===== src/hdl/ddss_pkg.sv =====
// shared constants, command codes and types of the decimal digit scroller
// used by the converter and the top level; no dependencies
package ddss_pkg;

  localparam int MAX_DIGITS = 10;
  localparam int VALUE_BITS = 32;

  // fixed port widths
  localparam int InDataW  = 32;
  localparam int CmdW     = 2;
  localparam int SegW     = 7;
  localparam int DigitW   = 4;
  localparam int OutDataW = 16;

  localparam int CntW = $clog2(MAX_DIGITS + 1);
  localparam int IdxW = (MAX_DIGITS > 1) ? $clog2(MAX_DIGITS) : 1;
  localparam int BitW = $clog2(VALUE_BITS);
  localparam int BcdW = MAX_DIGITS * DigitW;

  localparam logic [CmdW-1:0] CMD_LOAD_TOTAL  = 2'd0;
  localparam logic [CmdW-1:0] CMD_LOAD_REGION = 2'd1;
  localparam logic [CmdW-1:0] CMD_SHOW_TOTAL  = 2'd2;
  localparam logic [CmdW-1:0] CMD_TICK        = 2'd3;

  // digit write stream from the converter to the digit stores
  typedef struct packed {
    logic              we;
    logic [IdxW-1:0]   addr;
    logic [DigitW-1:0] digit;
    logic              done;
    logic [CntW-1:0]   count;
  } ddss_wr_t;

  // active-low segments, bit 6 is a and bit 0 is g
  function automatic logic [SegW-1:0] seg_lut(input logic [DigitW-1:0] d);
    logic [SegW-1:0] s;
    case (d)
      4'd0:    s = 7'b0000001;
      4'd1:    s = 7'b1001111;
      4'd2:    s = 7'b0010010;
      4'd3:    s = 7'b0000110;
      4'd4:    s = 7'b1001100;
      4'd5:    s = 7'b0100100;
      4'd6:    s = 7'b0100000;
      4'd7:    s = 7'b0001111;
      4'd8:    s = 7'b0000000;
      4'd9:    s = 7'b0000100;
      default: s = 7'b0000001;
    endcase
    return s;
  endfunction

endpackage


===== src/hdl/decimal_digit_scroller_seven_segment.sv =====
// top level of the decimal digit scroller: request handshake, digit stores,
// scroll index and segment output register; uses ddss_pkg and ddss_conv
//
//  channel  dir  tdata                          tuser
//  s_axis   in   value[31:0]                    command[1:0]
//  m_axis   out  segments[6:0], digit[10:7]     -
//
// a load shifts one bit per cycle through the shift-and-add-three register, then
// writes one digit per cycle into the digit store
// show and tick skip the converter; a tick result sits in the output register
// no request is taken while a load converts or while a result waits and is stalled
// reset clears both digit counts, the view and the scroll index; stores stay as is
module decimal_digit_scroller_seven_segment import ddss_pkg::*; (
  input  logic                 clk_i,
  input  logic                 rst_ni,
  input  logic                 s_axis_tvalid_i,
  output logic                 s_axis_tready_o,
  input  logic [InDataW-1:0]   s_axis_tdata_i,   // value[31:0]
  input  logic [CmdW-1:0]      s_axis_tuser_i,   // command[1:0]
  output logic                 m_axis_tvalid_o,
  input  logic                 m_axis_tready_i,
  output logic [OutDataW-1:0]  m_axis_tdata_o    // segments[6:0], digit[10:7], zeros
);

  logic              busy_q;
  logic              target_region_q;
  logic              region_view_q;
  logic [CntW-1:0]   total_cnt_q;
  logic [CntW-1:0]   region_cnt_q;
  logic [IdxW-1:0]   idx_q, idx_d;
  logic [DigitW-1:0] total_st_q  [MAX_DIGITS];
  logic [DigitW-1:0] region_st_q [MAX_DIGITS];
  logic              out_valid_q;
  logic [OutDataW-1:0] out_data_q;

  logic              accept;
  logic              is_load;
  logic              is_tick;
  logic              start;
  ddss_wr_t          wr;

  logic [CntW-1:0]   act_cnt;
  logic [IdxW-1:0]   idx_eff;
  logic [IdxW-1:0]   pos;
  logic [DigitW-1:0] rd_digit;
  logic [DigitW-1:0] show_digit;
  logic              emit;

  assign s_axis_tready_o = !busy_q && (!out_valid_q || m_axis_tready_i);
  assign accept  = s_axis_tvalid_i && s_axis_tready_o;
  assign is_load = (s_axis_tuser_i == CMD_LOAD_TOTAL) || (s_axis_tuser_i == CMD_LOAD_REGION);
  assign is_tick = (s_axis_tuser_i == CMD_TICK);
  assign start   = accept && is_load;

  ddss_conv u_conv (
    .clk_i   (clk_i),
    .rst_ni  (rst_ni),
    .start_i (start),
    .value_i (s_axis_tdata_i),
    .wr_o    (wr)
  );

  // tick: wrap the shared index into the active count, most significant digit first
  always_comb begin
    act_cnt  = region_view_q ? region_cnt_q : total_cnt_q;
    idx_eff  = (CntW'(idx_q) >= act_cnt) ? '0 : idx_q;
    pos      = IdxW'(act_cnt - 1'b1 - CntW'(idx_eff));
    rd_digit = region_view_q ? region_st_q[pos] : total_st_q[pos];
    show_digit = (rd_digit > 4'd9) ? '0 : rd_digit;
    emit     = accept && is_tick && (act_cnt != '0);
    if (act_cnt == '0) begin
      idx_d = '0;
    end else if ((CntW'(idx_eff) + 1'b1) == act_cnt) begin
      idx_d = '0;
    end else begin
      idx_d = idx_eff + 1'b1;
    end
  end

  always_ff @(posedge clk_i or negedge rst_ni) begin
    if (!rst_ni) begin
      busy_q          <= 1'b0;
      target_region_q <= 1'b0;
      region_view_q   <= 1'b0;
      total_cnt_q     <= '0;
      region_cnt_q    <= '0;
      idx_q           <= '0;
      out_valid_q     <= 1'b0;
    end else begin
      if (start) begin
        busy_q          <= 1'b1;
        target_region_q <= (s_axis_tuser_i == CMD_LOAD_REGION);
      end else if (wr.done) begin
        busy_q <= 1'b0;
      end
      if (wr.done) begin
        if (target_region_q) begin
          region_cnt_q <= wr.count;
        end else begin
          total_cnt_q <= wr.count;
        end
      end
      if (accept && (s_axis_tuser_i == CMD_LOAD_REGION)) begin
        region_view_q <= 1'b1;
      end else if (accept && (s_axis_tuser_i == CMD_SHOW_TOTAL)) begin
        region_view_q <= 1'b0;
      end
      if (accept && is_tick) begin
        idx_q <= idx_d;
      end
      if (emit) begin
        out_valid_q <= 1'b1;
      end else if (m_axis_tready_i) begin
        out_valid_q <= 1'b0;
      end
    end
  end

  always_ff @(posedge clk_i) begin
    if (wr.we) begin
      if (target_region_q) begin
        region_st_q[wr.addr] <= wr.digit;
      end else begin
        total_st_q[wr.addr] <= wr.digit;
      end
    end
    if (emit) begin
      out_data_q <= OutDataW'({show_digit, seg_lut(show_digit)});
    end
  end

  assign m_axis_tvalid_o = out_valid_q;
  assign m_axis_tdata_o  = out_data_q;

endmodule


===== src/hdl/ddss_conv.sv =====
// bit-serial binary to decimal converter (shift and add three), then a digit scan
// that streams digits out least significant first with the digit count; uses ddss_pkg
module ddss_conv import ddss_pkg::*; (
  input  logic               clk_i,
  input  logic               rst_ni,
  input  logic               start_i,
  input  logic [InDataW-1:0] value_i,
  output ddss_wr_t           wr_o
);

  localparam logic [1:0] ST_IDLE = 2'd0;
  localparam logic [1:0] ST_CONV = 2'd1;
  localparam logic [1:0] ST_SCAN = 2'd2;

  logic [1:0]            state_q, state_d;
  logic [VALUE_BITS-1:0] bin_q, bin_d;
  logic [BcdW-1:0]       bcd_q, bcd_d;
  logic [BcdW-1:0]       adj;
  logic                  ovf_q, ovf_d;
  logic [BitW-1:0]       bit_cnt_q, bit_cnt_d;
  logic [CntW-1:0]       dig_cnt_q, dig_cnt_d;
  logic [CntW-1:0]       count_q, count_d;
  logic [CntW-1:0]       count_now;
  logic                  last_digit;

  // add three to every digit of five or more
  always_comb begin
    for (int i = 0; i < MAX_DIGITS; i++) begin
      if (bcd_q[i*DigitW +: DigitW] >= 4'd5) begin
        adj[i*DigitW +: DigitW] = bcd_q[i*DigitW +: DigitW] + 4'd3;
      end else begin
        adj[i*DigitW +: DigitW] = bcd_q[i*DigitW +: DigitW];
      end
    end
  end

  assign last_digit = (dig_cnt_q == CntW'(MAX_DIGITS - 1));
  assign count_now  = (bcd_q[DigitW-1:0] != '0) ? (dig_cnt_q + 1'b1) : count_q;

  always_comb begin
    state_d   = state_q;
    bin_d     = bin_q;
    bcd_d     = bcd_q;
    ovf_d     = ovf_q;
    bit_cnt_d = bit_cnt_q;
    dig_cnt_d = dig_cnt_q;
    count_d   = count_q;
    wr_o      = '0;
    case (state_q)
      ST_IDLE: begin
        if (start_i) begin
          bin_d     = VALUE_BITS'(value_i);
          bcd_d     = '0;
          ovf_d     = 1'b0;
          bit_cnt_d = '0;
          state_d   = ST_CONV;
        end
      end
      ST_CONV: begin
        // a bit leaving the top digit means more digits than the store holds
        ovf_d     = ovf_q | adj[BcdW-1];
        bcd_d     = {adj[BcdW-2:0], bin_q[VALUE_BITS-1]};
        bin_d     = bin_q << 1;
        bit_cnt_d = bit_cnt_q + 1'b1;
        if (bit_cnt_q == BitW'(VALUE_BITS - 1)) begin
          dig_cnt_d = '0;
          count_d   = '0;
          state_d   = ST_SCAN;
        end
      end
      ST_SCAN: begin
        wr_o.we    = 1'b1;
        wr_o.addr  = dig_cnt_q[IdxW-1:0];
        wr_o.digit = bcd_q[DigitW-1:0];
        bcd_d      = bcd_q >> DigitW;
        dig_cnt_d  = dig_cnt_q + 1'b1;
        count_d    = count_now;
        if (last_digit) begin
          wr_o.done  = 1'b1;
          wr_o.count = ovf_q ? CntW'(MAX_DIGITS) : count_now;
          state_d    = ST_IDLE;
        end
      end
      default: begin
        state_d = ST_IDLE;
      end
    endcase
  end

  always_ff @(posedge clk_i or negedge rst_ni) begin
    if (!rst_ni) begin
      state_q <= ST_IDLE;
    end else begin
      state_q <= state_d;
    end
  end

  always_ff @(posedge clk_i) begin
    bin_q     <= bin_d;
    bcd_q     <= bcd_d;
    ovf_q     <= ovf_d;
    bit_cnt_q <= bit_cnt_d;
    dig_cnt_q <= dig_cnt_d;
    count_q   <= count_d;
  end

endmodule

===== config.mk =====
export PLATFORM = sky130hd
export DESIGN_NAME = decimal_digit_scroller_seven_segment
export DESIGN_NICKNAME = d
export VERILOG_FILES = /design/src/hdl/ddss_pkg.sv /design/src/hdl/decimal_digit_scroller_seven_segment.sv /design/src/hdl/ddss_conv.sv
export SDC_FILE = /design/constraint.sdc
export NUM_CORES = 1
export LEC_CHECK = 0
export BUFFER_PORTS_ARGS = -buffer_cell sky130_fd_sc_hd__buf_2
export CORE_MARGIN = 5
export CORE_UTILIZATION = 45
export CTS_CLUSTER_SIZE = 12
export DETAILED_ROUTE_END_ITERATION = 16
export PLACE_DENSITY = 0.72
export SETUP_SLACK_MARGIN = 0.1
export SYNTH_ARGS = -nofsm -noshare
export SYNTH_HDL_FRONTEND = slang
export SYNTH_SLANG_ARGS = --single-unit

===== constraint.sdc =====
create_clock -name clk_i -period 14.8 [get_ports clk_i]
set_clock_uncertainty 0.1 [all_clocks]
set_input_delay 2.22 -clock clk_i [delete_from_list [all_inputs] [get_ports clk_i]]
set_output_delay 2.22 -clock clk_i [all_outputs]
set_load 0.01 [all_outputs]

After elaboration in Yosys (flattened, before gate mapping)
Memories as Yosys holds them, arrays and structs flattened. A register that Yosys moved wholly into a read port is not among the register bits.
Index checks and enable logic that the tools add are counted.
{"block": "totals", "register_bits": 115, "ram_bits": 80, "mem_bits_ro": 112, "inputBits": 38, "output_inout_bits": 18, "elab_cells": 133, "memories": 3}
{"block": "op_classes", "add_sub_neg": 15, "n_lt_le_gt_ge": 12, "n_eq_ne": 11, "n_mux": 47, "n_bitwise": 2, "reduce_logical": 28}
{"name": "(name not given)", "words": 16, "width": 7, "rd": 1, "rd_ports_with_merged_regs": 1, "write_ports": 0, "line": "ddss_pkg.sv:37", "rtl": "case (d)"}
{"name": "region_st_q", "words": 10, "width": 4, "rd": 1, "rd_ports_with_merged_regs": 0, "write_ports": 1, "line": "decimal_digit_scroller_seven_segment.sv:32", "rtl": "logic [DigitW-1:0] region_st_q [MAX_DIGITS];"}
{"name": "total_st_q", "words": 10, "width": 4, "rd": 1, "rd_ports_with_merged_regs": 0, "write_ports": 1, "line": "decimal_digit_scroller_seven_segment.sv:31", "rtl": "logic [DigitW-1:0] total_st_q [MAX_DIGITS];"}
{"operator": "40-bit one-hot mux with 3 select lines", "n": 1}
{"operator": "4-bit 2-to-1 mux", "n": 19}
{"operator": "32-bit one-hot mux with 2 select lines", "n": 1}
{"operator": "4-bit by 2-bit adder with 4-bit output (second input constant)", "n": 10}
{"operator": "4-bit by 3-bit greater-or-equal comparator with 1-bit output (second input constant)", "n": 10}
{"operator": "40-bit 2-to-1 mux", "n": 1}
{"operator": "32-bit 2-to-1 mux", "n": 1}
{"operator": "4-bit one-hot mux with 2 select lines", "n": 2}
{"operator": "14-bit 2-to-1 mux", "n": 1}
{"operator": "1-bit 2-to-1 mux", "n": 13}
{"operator": "5-bit 2-to-1 mux", "n": 2}
{"operator": "5-bit one-hot mux with 2 select lines", "n": 1}
{"operator": "2-bit AND reduction", "n": 5}
{"operator": "2-bit nonzero test", "n": 5}
{"operator": "4-bit by 1-bit adder with 4-bit output (second input constant)", "n": 2}
{"operator": "4-bit nonzero test", "n": 2}
{"operator": "1-bit logical AND", "n": 7}
{"operator": "2-bit equality test (second input constant)", "n": 3}
{"operator": "2-bit 2-to-1 mux", "n": 3}
{"operator": "2-bit one-hot mux with 3 select lines", "n": 1}
{"operator": "5-bit by 1-bit adder with 5-bit output (second input constant)", "n": 1}
{"operator": "5-bit equality test (second input constant)", "n": 1}
{"operator": "2-bit by 1-bit equality test with 1-bit output (second input constant)", "n": 2}
{"operator": "4-bit equality test", "n": 1}
{"operator": "16 further kinds", "n": 20}

Longest topological paths before layout
Gate-level depths: netlist of run 1.
An unclocked memory read counts as a cell.
{"block": "depth", "word_depth": 8, "mapped_depth": 25, "ltp_nobuf": 21}

Cells and area by module
A second synthesis of run 1 with hierarchy kept.
{"block": "unflattened", "hier_cells": 718, "area_unflattened_um2": 9798.1}
{"mod": "decimal_digit_scroller_seven_segment", "n_inst": 1, "cells_each": 310, "area_per_inst_um2": 4937.2}
{"mod": "ddss_conv", "n_inst": 1, "cells_each": 408, "area_per_inst_um2": 4860.9}

Worst setup path after synthesis of run 1
Ideal clock, no wire load.
{"block": "synth_timing", "path_kind": "register to register", "from": "reg region_view_q", "to": "reg out_data_q[2], in the netlist m_axis_tdata_o[2], data pin", "arrival_time_ns": 4.823, "t_required_ns": 14.550, "path_slack_ns": 9.728, "path_stages_with_launch": 24, "cell_sequence": "dfrtp_1 -> buf_6 -> buf_6 -> mux2i_1 -> inv_1 -> ha_1 -> nand2b_1 -> a21oi_1 -> o21a_1 -> nand2_1 -> ha_1 -> inv_1 -> fa_1 -> xnor2_2 -> buf_6 -> mux4_2 -> a2111oi_2 -> nor4_2 -> buf_4 -> nor2_1 -> o21a_1 -> ha_1 -> or4b_1 -> o211ai_2"}
{"block": "synth_via", "elab_chain_len": 8}
{"element": "start, declared", "line": "decimal_digit_scroller_seven_segment.sv:27", "rtl": "logic region_view_q;"}
{"element": "start signal, assigned", "line": "decimal_digit_scroller_seven_segment.sv:84", "rtl": "region_view_q <= 1'b0;"}
{"element": "start signal, assigned", "line": "decimal_digit_scroller_seven_segment.sv:104", "rtl": "region_view_q <= 1'b1;"}
{"element": "start signal, assigned", "line": "decimal_digit_scroller_seven_segment.sv:106", "rtl": "region_view_q <= 1'b0;"}
{"element": "4-bit 2-to-1 mux", "line": "decimal_digit_scroller_seven_segment.sv:65", "rtl": "act_cnt = region_view_q ? region_cnt_q : total_cnt_q;"}
{"element": "4-bit greater-or-equal comparator", "line": "decimal_digit_scroller_seven_segment.sv:66", "rtl": "idx_eff = (CntW'(idx_q) >= act_cnt) ? '0 : idx_q;"}
{"element": "4-bit 2-to-1 mux", "line": "decimal_digit_scroller_seven_segment.sv:66"}
{"element": "4-bit subtractor", "line": "decimal_digit_scroller_seven_segment.sv:67", "rtl": "pos = IdxW'(act_cnt - 1'b1 - CntW'(idx_eff));"}
{"element": "memory 10 x 4 bit (on tied branches)"}
{"element": "4-bit 2-to-1 mux (*)", "line": "decimal_digit_scroller_seven_segment.sv:68", "rtl": "rd_digit = region_view_q ? region_st_q[pos] : total_st_q[pos];"}
{"element": "4-bit > comparator", "line": "decimal_digit_scroller_seven_segment.sv:69", "rtl": "show_digit = (rd_digit > 4'd9) ? '0 : rd_digit;"}
{"element": "4-bit 2-to-1 mux (*)", "line": "decimal_digit_scroller_seven_segment.sv:69"}
{"element": "named net show_digit[0]", "line": "decimal_digit_scroller_seven_segment.sv:46", "rtl": "logic [DigitW-1:0] show_digit;"}
{"element": "end, declared", "line": "decimal_digit_scroller_seven_segment.sv:34", "rtl": "logic [OutDataW-1:0] out_data_q;"}
Mark *: on every way through the listed nets, which the timed path passes. The rest lies on a longest branch.
A chain may end at the register's enable or synchronous reset.

Worst setup path in the final report of run 1
{"block": "layout_timing", "from": "reg region_view_q", "to": "reg out_data_q[3], in the netlist m_axis_tdata_o[3], data pin"}
{"block": "layout_via", "elab_chain_len": 8}
{"element": "4-bit 2-to-1 mux", "line": "decimal_digit_scroller_seven_segment.sv:65"}
{"element": "4-bit greater-or-equal comparator", "line": "decimal_digit_scroller_seven_segment.sv:66"}
{"element": "4-bit 2-to-1 mux", "line": "decimal_digit_scroller_seven_segment.sv:66"}
{"element": "4-bit subtractor", "line": "decimal_digit_scroller_seven_segment.sv:67"}
{"element": "memory 10 x 4 bit (on tied branches)"}
{"element": "4-bit 2-to-1 mux", "line": "decimal_digit_scroller_seven_segment.sv:68"}
{"element": "4-bit > comparator", "line": "decimal_digit_scroller_seven_segment.sv:69"}
{"element": "4-bit 2-to-1 mux", "line": "decimal_digit_scroller_seven_segment.sv:69"}
Several ways; a longest one is shown, not always the timed one.

==> results_dict.tcl, run 1 <==
set metrics [dict create \
    cp_common_cell "ha_1" \
    finalMaxSlewViolations 0 \
    diodes 0 \
    area_growth_pct 11.5 \
    p_seq_frac 0.399 \
    first_pass_iters 5 \
    drt_iter0_drc 357 \
    synth_top_area_cell "edfxtp_1" \
    place_area_sq_um 10300 \
    avgSynthCellArea_sq_um 13.3 \
    setup_viol 0 \
    fin_crit_sh 0.442 \
    slowest_delay_ns 0.87 \
    cp.buffers_inverters 1 \
    crit_path_top_delay_cell "dfrtp_1" \
    io_buffers 50 \
    finalCriticalPeriod_ns 6.54 \
    clock_latency_ns 0.44 \
    wire_per_inst_microns 16.4 \
    crit_path_end_kind "flip-flop" \
    clockBufferDepth 2 \
    vias 5723 \
    place_congestion 0.782 \
    num-nets-final 862 \
    cts_made_buffers 17 \
    outcome "completed" \
    required_ns 14.97 \
    num_rows 54 \
    cts.clk_slew.worst_paths_ns 0.07 \
    final_hold_viol_count 0 \
    grt_usage 0.148 \
    viasPerCell 5.32 \
    start_kind "flip-flop" \
    powerDensity_nw_per_um2 178 \
    ios 56 \
    switchingPower_mw 0.668 \
    synthCells 737 \
    antenna_found_initial 0 \
    die_y_microns 157 \
    grt_pass1_vias 5696 \
    syn-cell-area_sq_um 9780 \
    peakVddDrop_v 0.000105 \
    grt-ovfl-total 0 \
    start_util 0.452 \
    die-area_sq_um 24800 \
    synthArstFlopShare 0.0923 \
    post-route-cell-area_sq_um 10900 \
    htree_levels 4 \
    maxCapViolations 0 \
    synth_edf_count 177 \
    hold_buffers 0 \
    synthTopCellsByArea "edfxtp_1 (54%), ha_1 (5.1%), dfrtp_1 (4.6%), mux2_2 (4.6%), nor2_1 (2.9%)" \
    rsz0062_at_grt "false" \
    ant_nets 0 \
    critical_path_class "flip-flop to flip-flop" \
    wirelength_mm 17.7 \
    hp-class "flip-flop to flip-flop" \
    synth.top_cell.area_share 0.543 \
    dpl.cell_count 1044 \
    drive_above_1_share 0.196 \
    synth_cell_types 57 \
    die_w_microns 157 \
    ys_ff_latch 195 \
    critPathTopFamily "simple AND/OR/NAND/NOR gates" \
    grt_max_degree 57 \
    cts_sinks 195 \
    path_cells "mux2i_1 -> ha_1 -> a21oi_1 -> o21a_1 -> nand2_1 -> ha_1 -> inv_1 -> fa_1 -> xnor2_2 -> mux4_1 -> mux2i_1 -> and3_1 -> nor4_2 -> nor2_1 -> o21ai_0 -> ha_1 -> and3_1 -> nor3_1" \
    swShare 0.344 \
    pwr-share-clk 0.254 \
    fin_cells 1076 \
    relSlewSlack 0.230 \
    p_int_mw 1.27 \
    whs_ns 0.412 \
    cts-resized-gates 0 \
    fp.coreArea_sq_um 21600 \
    synth_ff_type "edfxtp_1" \
    grt_pass1_wl_mm 29.0 \
    cp_max_fo 16 \
    p_leak_nw 4.03 \
    yosysSeqAreaShare 0.589 \
    fmax_mhz 153 \
    setup_tns_ns 0 \
    place_hpwl_mm 11.8 \
    worst_slew_pin_slew_ns 1.15 \
    cts_setup_buffers 0 \
    cts_root_buffer "clkbuf_16" \
    p_comb_frac 0.347 \
    ys_warn_count 0 \
    post-route-drc-count 0 \
    cts_tree "done" \
    arrival_ns 6.71 \
]
-- layout by cell type, fill, tap and decap left out, drive strengths merged, types with 19 or more instances in the layout --
| cell | count |
|---|---|
| inv | 45 |
| buf | 58 |
| nand2 | 41 |
| nor2 | 76 |
| ha | 40 |
| a21oi | 45 |
| edfxtp | 177 |
| o21ai | 30 |
| a22oi | 19 |
| mux2 | 40 |
-- worst paths after layout --
| path | start | end | slack (ns) | cells after the start |
|---|---|---|---|---|
| max in group asynchronous | rst_ni | u_conv.state_q[1] | 12.67 | 1 |
| max reg2reg | region_view_q | m_axis_tdata_o[3] | 8.26 | 18 |
| max | region_view_q | m_axis_tdata_o[3] | 8.26 | 18 |
| min in group asynchronous | rst_ni | idx_q[1] | 1.62 | 1 |
| min reg2reg | m_axis_tvalid_o | m_axis_tvalid_o | 0.41 | 1 |
| min | m_axis_tvalid_o | m_axis_tvalid_o | 0.41 | 1 |
-- per-layer routing --
metal | vias to the layer above | GRT usage | wire (microns) | part of all wire
met5 | - | 0 | 0 | 0
met2 | 91 | 0.237 | 8520 | 0.48
li1 | 2811 | - | - | -
met3 | 13 | 0.0363 | 706 | 0.040
met1 | 2808 | 0.203 | 8290 | 0.47
met4 | 0 | 0.0406 | 163 | 0.0092
-- layout make-up --
cell class,count,area [sq um]
timing repair buffer,58,310
clock buffer,17,425
tap,280,350
clock inverter,15,214
sequential,195,5770
inverter,39,146
fill,1865,10700
multi-input combinational,472,3700
-- power groups by stage --
| stage | Clock (mW) | Sequential [mW] | Combinational (mW) |
|---|---|---|---|
| after floorplan | 0 | 0.768 | 0.563 |
| after global placement | 0 | 0.785 | 0.661 |
| after detailed placement | 0 | 0.787 | 0.677 |
| after CTS | 0.506 | 0.775 | 0.680 |
| after global routing | 0.531 | 0.785 | 0.748 |
| final | 0.493 | 0.775 | 0.673 |
-- worst register-to-register path, cell delays in order, from the launching register on --
cell and delay [ns]:
dfrtp_1 0.87, mux2i_1 0.60, ha_1 0.26, a21oi_1 0.08, o21a_1 0.22, nand2_1 0.11
ha_1 0.17, inv_1 0.05, fa_1 0.40, xnor2_2 0.84, mux4_1 0.42, mux2i_1 0.08
and3_1 0.20, nor4_2 0.86, nor2_1 0.11, o21ai_0 0.40, ha_1 0.30, and3_1 0.15
nor3_1 0.14
-- synth_stat cells, drive strengths merged, types with 5 or more instances --
master and instances:
xnor2 17, a21oi 45, a22oi 19, a2bb2oi 9
buf 13, nor2 76, dfrtp 18, mux4 17
inv 38, nor3 8, ha 40, clkbuf 22
edfxtp 177, xor2 14, nand2 41, nand3 8
nor2b 5, o21ai 30, nand2b 15, mux2i 16
and3 6, and2 10, mux2 40, nor3b 11
or3 8
-- kinds of logic (layout without fill, tap and decap cells) --
| kind of cell | count (synthesis) | after routing | synth area share |
|---|---|---|---|
| AO/OA/AOI/OAI | 125 | 125 | 0.0836 |
| XOR/XNOR | 31 | 31 | 0.0301 |
| adder cells (fa/ha/maj) | 41 | 41 | 0.0532 |
| buffers and inverters | 74 | 129 | 0.0370 |
| flip-flops | 195 | 195 | 0.589 |
| multiplexers | 73 | 73 | 0.108 |
| other | 1 | 5 | 0.000383 |
| AND/OR/NAND/NOR | 197 | 197 | 0.0985 |
-- stage by stage --
stage               total power, mW   util  worst slack [ns]
global route                   2.06  0.505              7.79
floorplan                      1.33      -              9.73
detailed placement             1.46  0.475              8.22
finish                         1.94  0.505              8.26
CTS                            1.96  0.505              8.24
global placement               1.45  0.475              8.46
-- registers in the layout, summed over array words and instances, names as in the netlist --
signal / cells
busy_q: 1
idx_q: 4
m_axis_tdata_o: 11
m_axis_tvalid_o: 1
region_cnt_q: 4
region_st_q: 40
region_view_q: 1
target_region_q: 1
total_cnt_q: 4
total_st_q: 40
u_conv.bcd_q: 40
u_conv.bin_q: 32
u_conv.bit_cnt_q: 5
u_conv.count_q: 4
u_conv.dig_cnt_q: 4
u_conv.ovf_q: 1
u_conv.state_q: 2
(Power assumes the default switching activity.)
==> run 2, diff against run 1 <==
--- a/config.mk
+++ b/config.mk
@@ -10,7 +10,7 @@
 export CORE_UTILIZATION = 45
 export CTS_CLUSTER_SIZE = 12
 export DETAILED_ROUTE_END_ITERATION = 16
-export PLACE_DENSITY = 0.72
+export PLACE_DENSITY = 0.74
 export SETUP_SLACK_MARGIN = 0.1
 export SYNTH_ARGS = -nofsm -noshare
 export SYNTH_HDL_FRONTEND = slang
==> constraint.sdc (replaced) <==
create_clock -name clk_i -period 6 [get_ports clk_i]
set_clock_uncertainty 0.1 [all_clocks]
set_input_delay 0.9 -clock clk_i [delete_from_list [all_inputs] [get_ports clk_i]]
set_output_delay 0.9 -clock clk_i [all_outputs]
set_load 0.01 [all_outputs]
==> results_dict.tcl, run 2 (synthesized netlist as in run 1, its figures left out) <==
set metrics [dict create \
    ios 56 \
    r2r_cells 20 \
    die_y_microns 157 \
    vias 5873 \
    first_pass_iters 5 \
    ff_latch_area_sq_um 5770 \
    start_util 0.452 \
    outcome "completed" \
    grt_max_degree 58 \
    worst_slew_pin_slew_ns 1.15 \
    final_hold_viol_count 0 \
    swShare 0.349 \
    p_int_mw 3.08 \
    relSlewSlack 0.233 \
    ant_nets 0 \
    cts_root_buffer "clkbuf_16" \
    cts.clk_slew.worst_paths_ns 0.07 \
    grt_usage 0.152 \
    finalMaxSlewViolations 0 \
    wire_per_inst_microns 16.7 \
    cts_tree "done" \
    regToRegSetupSlack_ns 0.48 \
    htree_levels 4 \
    p_seq_frac 0.404 \
    fmax_mhz 181 \
    place_congestion 0.821 \
    fin_crit_sh 0.919 \
    start_kind "flip-flop" \
    required_ns 6.18 \
    num-nets-final 869 \
    diodes 0 \
    antenna_found_initial 1 \
    area_growth_pct 11.4 \
    multiInputGateArea_sq_um 3700 \
    peakVddDrop_v 0.000252 \
    maxCapViolations 0 \
    critical_path_class "flip-flop to flip-flop" \
    post-route-drc-count 0 \
    drive_above_1_share 0.202 \
    dpl.cell_count 1051 \
    cp_max_fo 12 \
    switchingPower_mw 1.65 \
    cp-endpoint "m_axis_tdata_o[2]" \
    wirelength_mm 18.1 \
    final_cell_mix "edfxtp_1 (177), nor2_1 (76), buf_2 (50)" \
    cts_setup_buffers 0 \
    place_hpwl_mm 12.2 \
    reg.largest.list "region_st_q: 40 flops, total_st_q: 40 flops, u_conv.bcd_q: 40 flops" \
    viasPerCell 5.42 \
    timing.rr.end "m_axis_tdata_o[2]" \
    r2r_start "region_view_q" \
    clock_latency_ns 0.43 \
    clockBufferDepth 2 \
    hold_buffers 0 \
    fillers 1836 \
    setup.worst_path.start "region_view_q" \
    num_rows 54 \
    cts_made_buffers 17 \
    finalCriticalPeriod_ns 5.52 \
    grt_pass1_vias 5720 \
    pwr-share-clk 0.234 \
    setup_tns_ns 0 \
    p_leak_nw 4.03 \
    grt-ovfl-total 0 \
    drt_iter0_drc 400 \
    layout_commonest_cell "edfxtp_1" \
    powerDensity_nw_per_um2 434 \
    hp-class "input pin to asynchronous set/reset pin" \
    fp.coreArea_sq_um 21600 \
    die-area_sq_um 24800 \
    fin_cells 1083 \
    crit_path_end_kind "flip-flop" \
    setup_viol 0 \
    cts_sinks 195 \
    p_comb_frac 0.362 \
    io_buffers 50 \
    grt_pass1_wl_mm 29.8 \
    die_w_microns 157 \
    cts-resized-gates 0 \
    arrival_ns 5.70 \
    rsz0062_at_grt "false" \
]
[run 2: cell types whose count changed in the layout (fill, tap and decap cells not counted), sizes merged]
cell / delta
clkinvlp: +2
bufinv: -2
buf: +7
[run 2: stage by stage]
step           power [mW]  cell area (sq um)  hold slack, ns   util  setup slack, ns
6_report             4.73              10900           0.299  0.504            0.483
5_1_grt              5.03              10900           0.318  0.504            0.102
4_1_cts              4.77              10900           0.292  0.504            0.281
3_5_place_dp         3.66              10300           0.384  0.477            0.293
3_3_place_gp         3.62              10300           0.375  0.477            0.516
2_1_floorplan        3.28               9800           0.348      -            0.928
[run 2: worst max-delay path, cell delays in order, from the launching register on]
cell and delay (ns):
dfrtp_1 0.51, mux2i_1 0.27, inv_1 0.10, ha_1 0.27, nand2b_1 0.09, a21oi_1 0.10
o21a_1 0.21, nand2_1 0.11, ha_1 0.17, inv_1 0.05, fa_1 0.40, xnor2_2 0.50
buf_4 0.26, mux4_2 0.51, a2111oi_2 0.47, nor4_4 0.16, nor2_1 0.17, o21a_1 0.18
ha_1 0.18, or4b_1 0.45, o211ai_2 0.09
[run 2: power by group through the flow]
stage          logic, mW  clock network, mW  registers [mW]
2_1_floorplan       1.39                  0            1.89
3_3_place_gp        1.68                  0            1.93
3_5_place_dp        1.72                  0            1.94
4_1_cts             1.73               1.13            1.91
5_1_grt             1.90               1.19            1.93
6_report            1.71               1.11            1.91
[run 2: layout make-up]
class / instances / share of cell area
clock buffers: 17 / 0.0390
clock inverters: 15 / 0.0135
inverters: 39 / 0.0134
multi-input cells: 472 / 0.340
flip-flops and latches: 195 / 0.529
well taps: 280 / 0.0321
repair buffers: 65 / 0.0333
[run 2: worst min-delay path by stage]
stage / start / endpoint / slack [ns] / depth (start not counted)
detailed placement: region_cnt_q[2] / region_cnt_q[2] / 0.38 / 2
CTS: rst_ni / idx_q[2] / 0.29 / 1
finish: rst_ni / idx_q[2] / 0.30 / 1
global route: rst_ni / total_cnt_q[1] / 0.32 / 1
floorplan: region_cnt_q[2] / region_cnt_q[2] / 0.35 / 2
global placement: region_cnt_q[1] / region_cnt_q[1] / 0.37 / 2
[run 2: per-layer routing]
metal	routed length, microns	track usage	up-vias
met1	8200	0.205	2891
met4	192	0.0389	2
met2	8830	0.248	144
met5	13	0	-
met3	899	0.0377	19
li1	-	-	2817
